## src/hw/rtl/vapc_pkg.sv

```systemverilog
`default_nettype none
package vapc_pkg;

  localparam int unsigned IN_W  = 16;
  localparam int unsigned IDX_W = 6;

  typedef enum logic [3:0] {
    OP_NONE,
    OP_LOAD,
    OP_RD_PT,
    OP_CAP_I,
    OP_BL_MUL,
    OP_SCAN_INIT,
    OP_CAP_K,
    OP_K_MUL,
    OP_K_UPD,
    OP_G_SET,
    OP_DIV_INIT,
    OP_DIV_STEP,
    OP_P_WR,
    OP_RD_OUT
  } dp_op_e;

  // dir: 0 = forward p1 sweep, 1 = backward p0 sweep
  typedef struct packed {
    dp_op_e op;
    logic   dir;
    logic   first;
    logic   zero;
  } dp_cmd_t;

  typedef struct packed {
    logic cand_ok;
    logic less;
    logic below;
    logic div_done;
  } dp_sts_t;

endpackage
`default_nettype wire

```

## src/hw/rtl/vapc_ctrl.sv

```systemverilog
`default_nettype none
module vapc_ctrl #(
  parameter int unsigned MAX_ENTRIES = 63,
  parameter int unsigned EAW         = 6,
  parameter int unsigned PAW         = 6,
  parameter int unsigned CW          = 7
) (
  input  wire logic                       clk_i,
  input  wire logic                       rst_ni,
  input  wire logic                       start_i,
  input  wire logic                       last_entry_i,
  input  wire vapc_pkg::dp_sts_t          sts_i,
  output vapc_pkg::dp_cmd_t               cmd_o,
  output logic [EAW-1:0]                  ent_addr_o,
  output logic [PAW-1:0]                  p_addr_o,
  output logic                            busy_o,
  output logic                            out_valid_o,
  output logic [vapc_pkg::IDX_W-1:0]      out_index_o,
  output logic                            out_last_o,
  output logic                            out_ovf_o
);
  import vapc_pkg::*;

  typedef enum logic [4:0] {
    S_IDLE, S_PT_RD, S_PT_CAP, S_BL_MUL, S_BL_CHK, S_SCAN_INIT, S_K_CHK,
    S_K_RD, S_K_CAP, S_K_MUL, S_K_UPD, S_G_SET, S_DIV_INIT, S_DIV, S_P_WR,
    S_E_RD, S_E_OUT
  } state_e;

  state_e        state_q;
  logic [CW-1:0] n_q, i_q, k_q;
  logic          ovf_q, dir_q;
  logic          first;
  logic [CW-1:0] pt;

  assign first = dir_q ? (i_q == n_q) : (i_q == '0);
  assign pt    = (state_q == S_K_RD) ? k_q : i_q;

  always_comb begin
    cmd_o.op    = OP_NONE;
    cmd_o.dir   = dir_q;
    cmd_o.first = first;
    cmd_o.zero  = pt == '0;
    ent_addr_o  = (pt == '0) ? '0 : EAW'(pt - CW'(1));
    p_addr_o    = PAW'(i_q);
    unique case (state_q)
      S_IDLE: begin
        ent_addr_o = EAW'(n_q);
        if (start_i && n_q < CW'(MAX_ENTRIES)) cmd_o.op = OP_LOAD;
      end
      S_PT_RD, S_K_RD: cmd_o.op = OP_RD_PT;
      S_PT_CAP:    cmd_o.op = OP_CAP_I;
      S_BL_MUL:    cmd_o.op = OP_BL_MUL;
      S_SCAN_INIT: cmd_o.op = OP_SCAN_INIT;
      S_K_CAP:     cmd_o.op = OP_CAP_K;
      S_K_MUL:     cmd_o.op = sts_i.cand_ok ? OP_K_MUL : OP_NONE;
      S_K_UPD:     cmd_o.op = OP_K_UPD;
      S_G_SET:     cmd_o.op = OP_G_SET;
      S_DIV_INIT:  cmd_o.op = OP_DIV_INIT;
      S_DIV:       cmd_o.op = OP_DIV_STEP;
      S_P_WR:      cmd_o.op = OP_P_WR;
      S_E_RD:      cmd_o.op = OP_RD_OUT;
      default:     cmd_o.op = OP_NONE;
    endcase
  end

  assign busy_o      = state_q != S_IDLE;
  assign out_valid_o = state_q == S_E_OUT;
  assign out_index_o = IDX_W'(i_q);
  assign out_last_o  = i_q == n_q;
  assign out_ovf_o   = ovf_q;

  always_ff @(posedge clk_i or negedge rst_ni) begin
    if (!rst_ni) begin
      state_q <= S_IDLE;
      n_q     <= '0;
      i_q     <= '0;
      k_q     <= '0;
      ovf_q   <= 1'b0;
      dir_q   <= 1'b0;
    end else begin
      unique case (state_q)
        S_IDLE: begin
          if (start_i) begin
            if (n_q < CW'(MAX_ENTRIES)) n_q <= n_q + CW'(1);
            else ovf_q <= 1'b1;
            if (last_entry_i) begin
              dir_q   <= 1'b0;
              i_q     <= '0;
              state_q <= S_PT_RD;
            end
          end
        end
        S_PT_RD:  state_q <= S_PT_CAP;
        S_PT_CAP: state_q <= first ? S_SCAN_INIT : S_BL_MUL;
        S_BL_MUL: state_q <= S_BL_CHK;
        S_BL_CHK: state_q <= sts_i.below ? S_SCAN_INIT : S_DIV_INIT;
        S_SCAN_INIT: begin
          k_q     <= dir_q ? '0 : i_q + CW'(1);
          state_q <= S_K_CHK;
        end
        S_K_CHK: begin
          if (dir_q ? (k_q < i_q) : (k_q <= n_q)) state_q <= S_K_RD;
          else state_q <= S_G_SET;
        end
        S_K_RD:  state_q <= S_K_CAP;
        S_K_CAP: state_q <= S_K_MUL;
        S_K_MUL: begin
          if (sts_i.cand_ok) begin
            state_q <= S_K_UPD;
          end else begin
            k_q     <= k_q + CW'(1);
            state_q <= S_K_CHK;
          end
        end
        S_K_UPD: begin
          k_q     <= k_q + CW'(1);
          state_q <= S_K_CHK;
        end
        S_G_SET:    state_q <= S_DIV_INIT;
        S_DIV_INIT: state_q <= S_DIV;
        S_DIV:      if (sts_i.div_done) state_q <= S_P_WR;
        S_P_WR: begin
          if (!dir_q) begin
            if (i_q == n_q) dir_q <= 1'b1;
            else i_q <= i_q + CW'(1);
            state_q <= S_PT_RD;
          end else if (i_q == '0) begin
            state_q <= S_E_RD;
          end else begin
            i_q     <= i_q - CW'(1);
            state_q <= S_PT_RD;
          end
        end
        S_E_RD: state_q <= S_E_OUT;
        S_E_OUT: begin
          if (i_q == n_q) begin
            n_q     <= '0;
            ovf_q   <= 1'b0;
            i_q     <= '0;
            state_q <= S_IDLE;
          end else begin
            i_q     <= i_q + CW'(1);
            state_q <= S_E_RD;
          end
        end
        default: state_q <= S_IDLE;
      endcase
    end
  end

endmodule
`default_nettype wire

```

## config.mk

```make
export PLATFORM = sky130hd
export DESIGN_NAME = vapc_ctrl
export DESIGN_NICKNAME = d
export VERILOG_FILES = /design/src/hw/rtl/vapc_pkg.sv /design/src/hw/rtl/vapc_ctrl.sv
export SDC_FILE = /design/constraint.sdc
export NUM_CORES = 1
export LEC_CHECK = 0
export BUFFER_PORTS_ARGS = -buffer_cell sky130_fd_sc_hd__buf_2
export CAP_MARGIN = 20
export CORE_ASPECT_RATIO = 1.1
export CORE_MARGIN = 2
export CORE_UTILIZATION = 39
export CTS_BUF_LIST = sky130_fd_sc_hd__clkbuf_4
export CTS_CLUSTER_DIAMETER = 200
export CTS_CLUSTER_SIZE = 16
export DETAILED_ROUTE_END_ITERATION = 7
export PLACE_DENSITY = 0.64
export SETUP_SLACK_MARGIN = 0.4
export SYNTH_ARGS = -nofsm -noshare
export SYNTH_HDL_FRONTEND = slang
export SYNTH_SLANG_ARGS = --single-unit
```

## constraint.sdc

```tcl
create_clock -name clk_i -period 3.3 [get_ports clk_i]
set_clock_uncertainty 0.2 [all_clocks]
set_input_delay 0.66 -clock clk_i [delete_from_list [all_inputs] [get_ports clk_i]]
set_output_delay 0.66 -clock clk_i [all_outputs]
set_load 0.02 [all_outputs]
```

# ---- Word-level counts from Yosys, hierarchy flattened
# Cells that the tools add are included.
dict set report classes {
  add_sub_neg 5
  n_lt_le_gt_ge 3
  eq_ne 26
  muxes 42
  n_reduce_logical 17
}
# operator count
set op_table {}
lappend op_table {{7-bit 2-to-1 mux} 12}
lappend op_table {{5-bit case mux with 16 select lines} 1}
lappend op_table {{4-bit case mux with 13 select lines} 1}
lappend op_table {{7-bit case mux with 3 select lines} 2}
lappend op_table {{5-bit by 4-bit == test with 1-bit output, second input constant} 8}
lappend op_table {{4-bit 2-to-1 mux} 6}
lappend op_table {{7-bit by 1-bit adder with 7-bit output, second input constant} 3}
lappend op_table {{5-bit by 3-bit == test with 1-bit output, second input constant} 4}
lappend op_table {{5-bit 2-to-1 mux} 3}
lappend op_table {{7-bit zero test} 2}
lappend op_table {{7-bit case mux with 2 select lines} 1}
lappend op_table {{6-bit 2-to-1 mux} 2}
lappend op_table {{2-bit != test, second input constant} 6}
lappend op_table {{5-bit by 2-bit == test with 1-bit output, second input constant} 2}
lappend op_table {{1-bit 2-to-1 mux} 10}
lappend op_table {{4-bit AND reduction} 2}
lappend op_table {{7-bit == test} 1}
lappend op_table {{7-bit less-or-equal comparator} 1}
lappend op_table {{7-bit by 6-bit < comparator with 1-bit output, second input constant} 1}
lappend op_table {{7-bit < comparator} 1}
lappend op_table {{7-bit by 1-bit subtractor with 7-bit output, second input constant} 1}
lappend op_table {{3-bit 2-to-1 mux} 2}
lappend op_table {{3-bit != test, second input constant} 2}
lappend op_table {{3-bit AND reduction} 2}
lappend op_table {{13 further kinds} 17}
dict set report totals {
  reg_bits 28
  in_bits 8
  out_inout_bits 29
  wordCells 99
}

# ---- Depth between registers and ports, before layout
dict set report depth {
  ltp_word 5
  mapped_depth 10
  mapped_depth_nobuf 8
}

# ---- Worst setup path after synthesis
# No wires, ideal clock.
dict set report synth_timing {
  path_kind {register to output}
  start {register state_q[3]}
  end {output ent_addr_o[4]}
  arrival_time_ns 2.423
  path_slack_ns 0.017
  path_stages_with_launch 9
  n_path_buf 1
  path_cell_list {dfrtp_1 nand4b_1 nor2_2 buf_4 mux2i_1 ha_1 a21boi_1 nor2_1 a22o_1}
}
# element line_no
set synth_lines {}
lappend synth_lines {{start, declared} vapc_ctrl.sv:30} ;# state_e state_q;
lappend synth_lines {{start signal, assigned} vapc_ctrl.sv:95} ;# S_PT_CAP: state_q <= first ? S_SCAN_INIT : S_BL_MUL;
lappend synth_lines {{start signal, assigned} vapc_ctrl.sv:97} ;# S_BL_CHK: state_q <= sts_i.below ? S_SCAN_INIT : S_DIV_INIT;
lappend synth_lines {{end, declared} vapc_ctrl.sv:14} ;# output logic [EAW-1:0] ent_addr_o,

# ---- Worst setup path in the final report
dict set report layout_timing {
  start {register state_q[3]}
  end {output ent_addr_o[4]}
}
dict set report layout_via {
  elab_chain_cells 5
}
# element line_no
set layout_rtl {}
lappend layout_rtl {{5-bit by 3-bit == test with 1-bit output} vapc_ctrl.sv:37} ;# assign pt = (state_q == S_K_RD) ? k_q : i_q;
lappend layout_rtl {{7-bit 2-to-1 mux} vapc_ctrl.sv:37}
lappend layout_rtl {{6-bit by 1-bit subtractor with 6-bit output or 7-bit zero test (tied branches)} vapc_ctrl.sv:44} ;# ent_addr_o = (pt == '0) ? '0 : EAW'(pt - CW'(1));
lappend layout_rtl {{6-bit 2-to-1 mux} vapc_ctrl.sv:44}
lappend layout_rtl {{6-bit 2-to-1 mux (*)} vapc_ctrl.sv:46} ;# unique case (state_q)
# Mark *: on every way between the ends. The rest lies on a longest branch, timed or not.

==> metrics <==
number of maximum-capacitance constraint violations=0; Port Buffer Count=35; remaining global-route overflow=0; Worst Tran Pin Value=0.681 ns; DRC violation count after routing=0; average cell area after synthesis=around 8 sq um; clock latency on the worst-skew pair=0.34 ns; wire length per cell=17.1 um; worst-path cell chain=nand4b_1 > nor2_4 > mux2i_2 > ha_2 > nor4b_4 > a31oi_1 > xor2_1 > a22o_1 > buf_6; fraction of the cycle the final worst path needs=102%; CTS tree=done; Simple-Gate Fraction of Synth Area=between 20% and 30%; leakage power of the design=0.00159 uW; largest family of logic cells by synthesized area=compound AO/OA/AOI/OAI gates; Nets=458; slowest cell on the critical path=sky130_fd_sc_hd__dfrtp_2; chip height=96.0 um; predominant post-synthesis flop cell=sky130_fd_sc_hd__dfrtp_1; required time at the endpoint of the critical path=approximately 2.4 ns; vias after detailed routing=3096; CTS Buf Count=3; worst path setup slack after routing=-0.0748 ns; core region area=7470 sq um; remaining max-slew budget at the tightest pin=54.3%; count of different cell masters after synthesis=75; multiplexer area fraction after synthesis=about 2.7%; floorplan die width=87.6 um; library cell occupying the most area in the post-synthesis netlist=sky130_fd_sc_hd__dfrtp_1; delay of the slowest cell on the worst path=roughly 0.43 ns; class of the tightest hold or removal check=in -> async; via count of the first global-routing pass=2777; endpoint type of the worst setup path=primary output; library cell used as clock root buffer=sky130_fd_sc_hd__clkbuf_4; maximum achievable frequency=roughly 300 MHz; synth top area cells=sky130_fd_sc_hd__dfrtp_1 (23%), sky130_fd_sc_hd__ha_1 (7.9%), sky130_fd_sc_hd__nand2_1 (5.1%); RSZ-0062 raised after global routing=yes; endpoint arrival time on the critical path=2.51 ns; count of final setup violators=3; IO Pins=37; count of inserted antenna diode cells=0; post-synth top area share=23.4%; most repeated cell in the gate-level netlist after synthesis=sky130_fd_sc_hd__nand2_1; final cell utilization of the core=roughly 50%; Clock Pin Slew Worst Setup and Hold Paths=0.16 ns; netlist area before placement=3000 sq um; num rows=33; power density cells=1200 nW/um^2; number of hold violations in the final report=0; global-route usage over all layers=21.8%; Buffers & Inverters on Critical Path=1; max layer used=met4; router iterations before antenna repair=5; Total Routed Length=9.13 mm; number of violations reported at the end of detailed-routing iteration 0=310; proportion of layout cells with a drive suffix above 1=a little under 30%; area grow syn2layout=21.5%; number of enable flip-flop cells after synthesis=0; post-route ant nets=0; post-synth net total=410; leading cell types by count after synthesis=sky130_fd_sc_hd__nand2_1 (41), sky130_fd_sc_hd__nor2_1 (35), sky130_fd_sc_hd__dfrtp_1 (28); GPL Wtd Cong=just over 0.9; area of the die=8410 sq um; fraction of registers with async set/reset=100%; clock sink count=28; fraction of the mapped netlist area in compound gates=27.2%; Adder-Cell Fraction of Synth Area=7.93%; Warnings, synthesis=0; worst slack on hold paths=~0.13 ns; sequential fraction of the synthesis area=23.4%; final-report max-slew violation count=0; Crit Path Category=reg -> out; crit start category=flop; Max Root-Sink Buffers=2; Tmin final=3.37 ns; routed metal-1 wirelength=3.90 mm; total length of routed met2 wires=4.24 mm; Initial Utilization=40.1%; number of antenna violations at the first check in global routing=0; CP top delay family=simple AND/OR/NAND/NOR gates; power after layout=~4400 uW; half-perimeter wire length after placement=approximately 6.4 mm; Post-Synth XOR/XNOR Area=under 10%; peak supply drop=roughly 0.0007 V; met3 wire length=761 um; Post-CTS Hold Fix Bufs=0; outcome=finished, violations left; number of levels in the clock H-tree=1; violations in the final reports=setup timing; number of vias per cell after detailed routing=roughly 5.8; maximum number of pins on one net before global-route repair=29; critical-path maximum fanout=3; Yosys reg bits=28; Gate Count Post-Synth=383; global-route wire length before repair=14.4 mm
## cells in the final DEF (no fill, tap or decap), types with 5 or more instances in the layout
master / synthesis / layout
sky130_fd_sc_hd__a21oi_1: 24 / 24
sky130_fd_sc_hd__a22o_1: 6 / 6
sky130_fd_sc_hd__a22oi_1: 6 / 6
sky130_fd_sc_hd__a31oi_1: 5 / 5
sky130_fd_sc_hd__buf_2: 8 / 28
sky130_fd_sc_hd__buf_4: 18 / 38
sky130_fd_sc_hd__buf_6: 2 / 12
sky130_fd_sc_hd__dfrtp_1: 28 / 24
sky130_fd_sc_hd__ha_1: 19 / 17
sky130_fd_sc_hd__inv_1: 21 / 21
sky130_fd_sc_hd__nand2_1: 41 / 40
sky130_fd_sc_hd__nand3_1: 9 / 9
sky130_fd_sc_hd__nor2_1: 35 / 32
sky130_fd_sc_hd__nor3_1: 8 / 8
sky130_fd_sc_hd__o211ai_1: 5 / 5
sky130_fd_sc_hd__o21ai_0: 27 / 26
sky130_fd_sc_hd__o22ai_1: 5 / 5
sky130_fd_sc_hd__xnor2_1: 8 / 8
sky130_fd_sc_hd__xor2_1: 10 / 9
## cells by family (layout without fill, tap and decap cells)
group | after synthesis | count (layout)
flip-flops | 28 | 28
buffers and inverters | 59 | 106
XOR/XNOR | 18 | 18
adder cells (fa/ha/maj) | 19 | 19
AO/OA/AOI/OAI | 119 | 119
AND/OR/NAND/NOR | 132 | 132
multiplexers | 8 | 8
## registers in the layout (all words and copies together) (netlist names)
signal     flops
dir_q          1
state_q        5
k_q            7
out_ovf_o      1
i_q            7
n_q            7
## timing repair
action	in CTS	in global routing
pin swaps	4	11
gates cloned	0	1
setup buffers	9	17
gates resized for setup	12	28
setup endpoints to repair	10	11
hold endpoints to repair	0	0
## routing by layer
metal	global-route usage, %	vias up
li1	-	1458
met1	30.4	1466
met2	34.0	152
met3	3.43	20
met4	7.69	0
met5	0	-
## power by group
| group | internal, uW | leakage (uW) | switching, uW |
|---|---|---|---|
| Sequential | 473 | 0.000333 | 271 |
| Clock | 44.5 | 0.0000154 | 111 |
| Combinational | 1590 | 0.00124 | 1900 |
| Total | 2110 | 0.00159 | 2280 |
## stage by stage
step	area (sq um)	std cells	setup slack, ns	setup TNS (ns)
floorplan	3050	383	0.297	0
global placement	3260	504	0.224	0
detailed placement	3260	504	0.189	0
CTS	3390	517	0.00147	0
global route	3640	535	-0.193	-0.711
finish	3640	535	-0.0748	-0.150
## final timing paths
check	from	endpoint	slack, ns	cells past startpoint
max in group asynchronous	rst_ni	state_q[3]	2.31	1
worst min register to register	out_ovf_o	out_ovf_o	0.34	2
worst max register to register	i_q[2]	state_q[3]	0.66	8
worst min-delay path	rst_ni	state_q[4]	0.13	1
worst max-delay path	state_q[3]	ent_addr_o[4]	-0.07	9
min in group clk_i	sts_i[0]	state_q[0]	0.31	2
## worst reg2reg max path, stage by stage (launching register included)
cell and delay (ns):
sky130_fd_sc_hd__dfrtp_2 0.59, sky130_fd_sc_hd__inv_1 0.23, sky130_fd_sc_hd__ha_1 0.32, sky130_fd_sc_hd__o21ai_0 0.06, sky130_fd_sc_hd__o21ai_0 0.09, sky130_fd_sc_hd__a2111oi_0 0.64, sky130_fd_sc_hd__nor3_1 0.19, sky130_fd_sc_hd__nand3_1 0.13
sky130_fd_sc_hd__o211ai_1 0.09
## final cells by class
cell class              count  area (sq um)
clock inverters             1          3.75
flip-flops and latches     28           706
fillers                   708          3830
clock buffers               3          22.5
well taps                 105           131
repair buffers             79           576
inverters                  23          86.3
multi-input cells         296          2120
No activity file was read; power rests on OpenSTA's default activity.
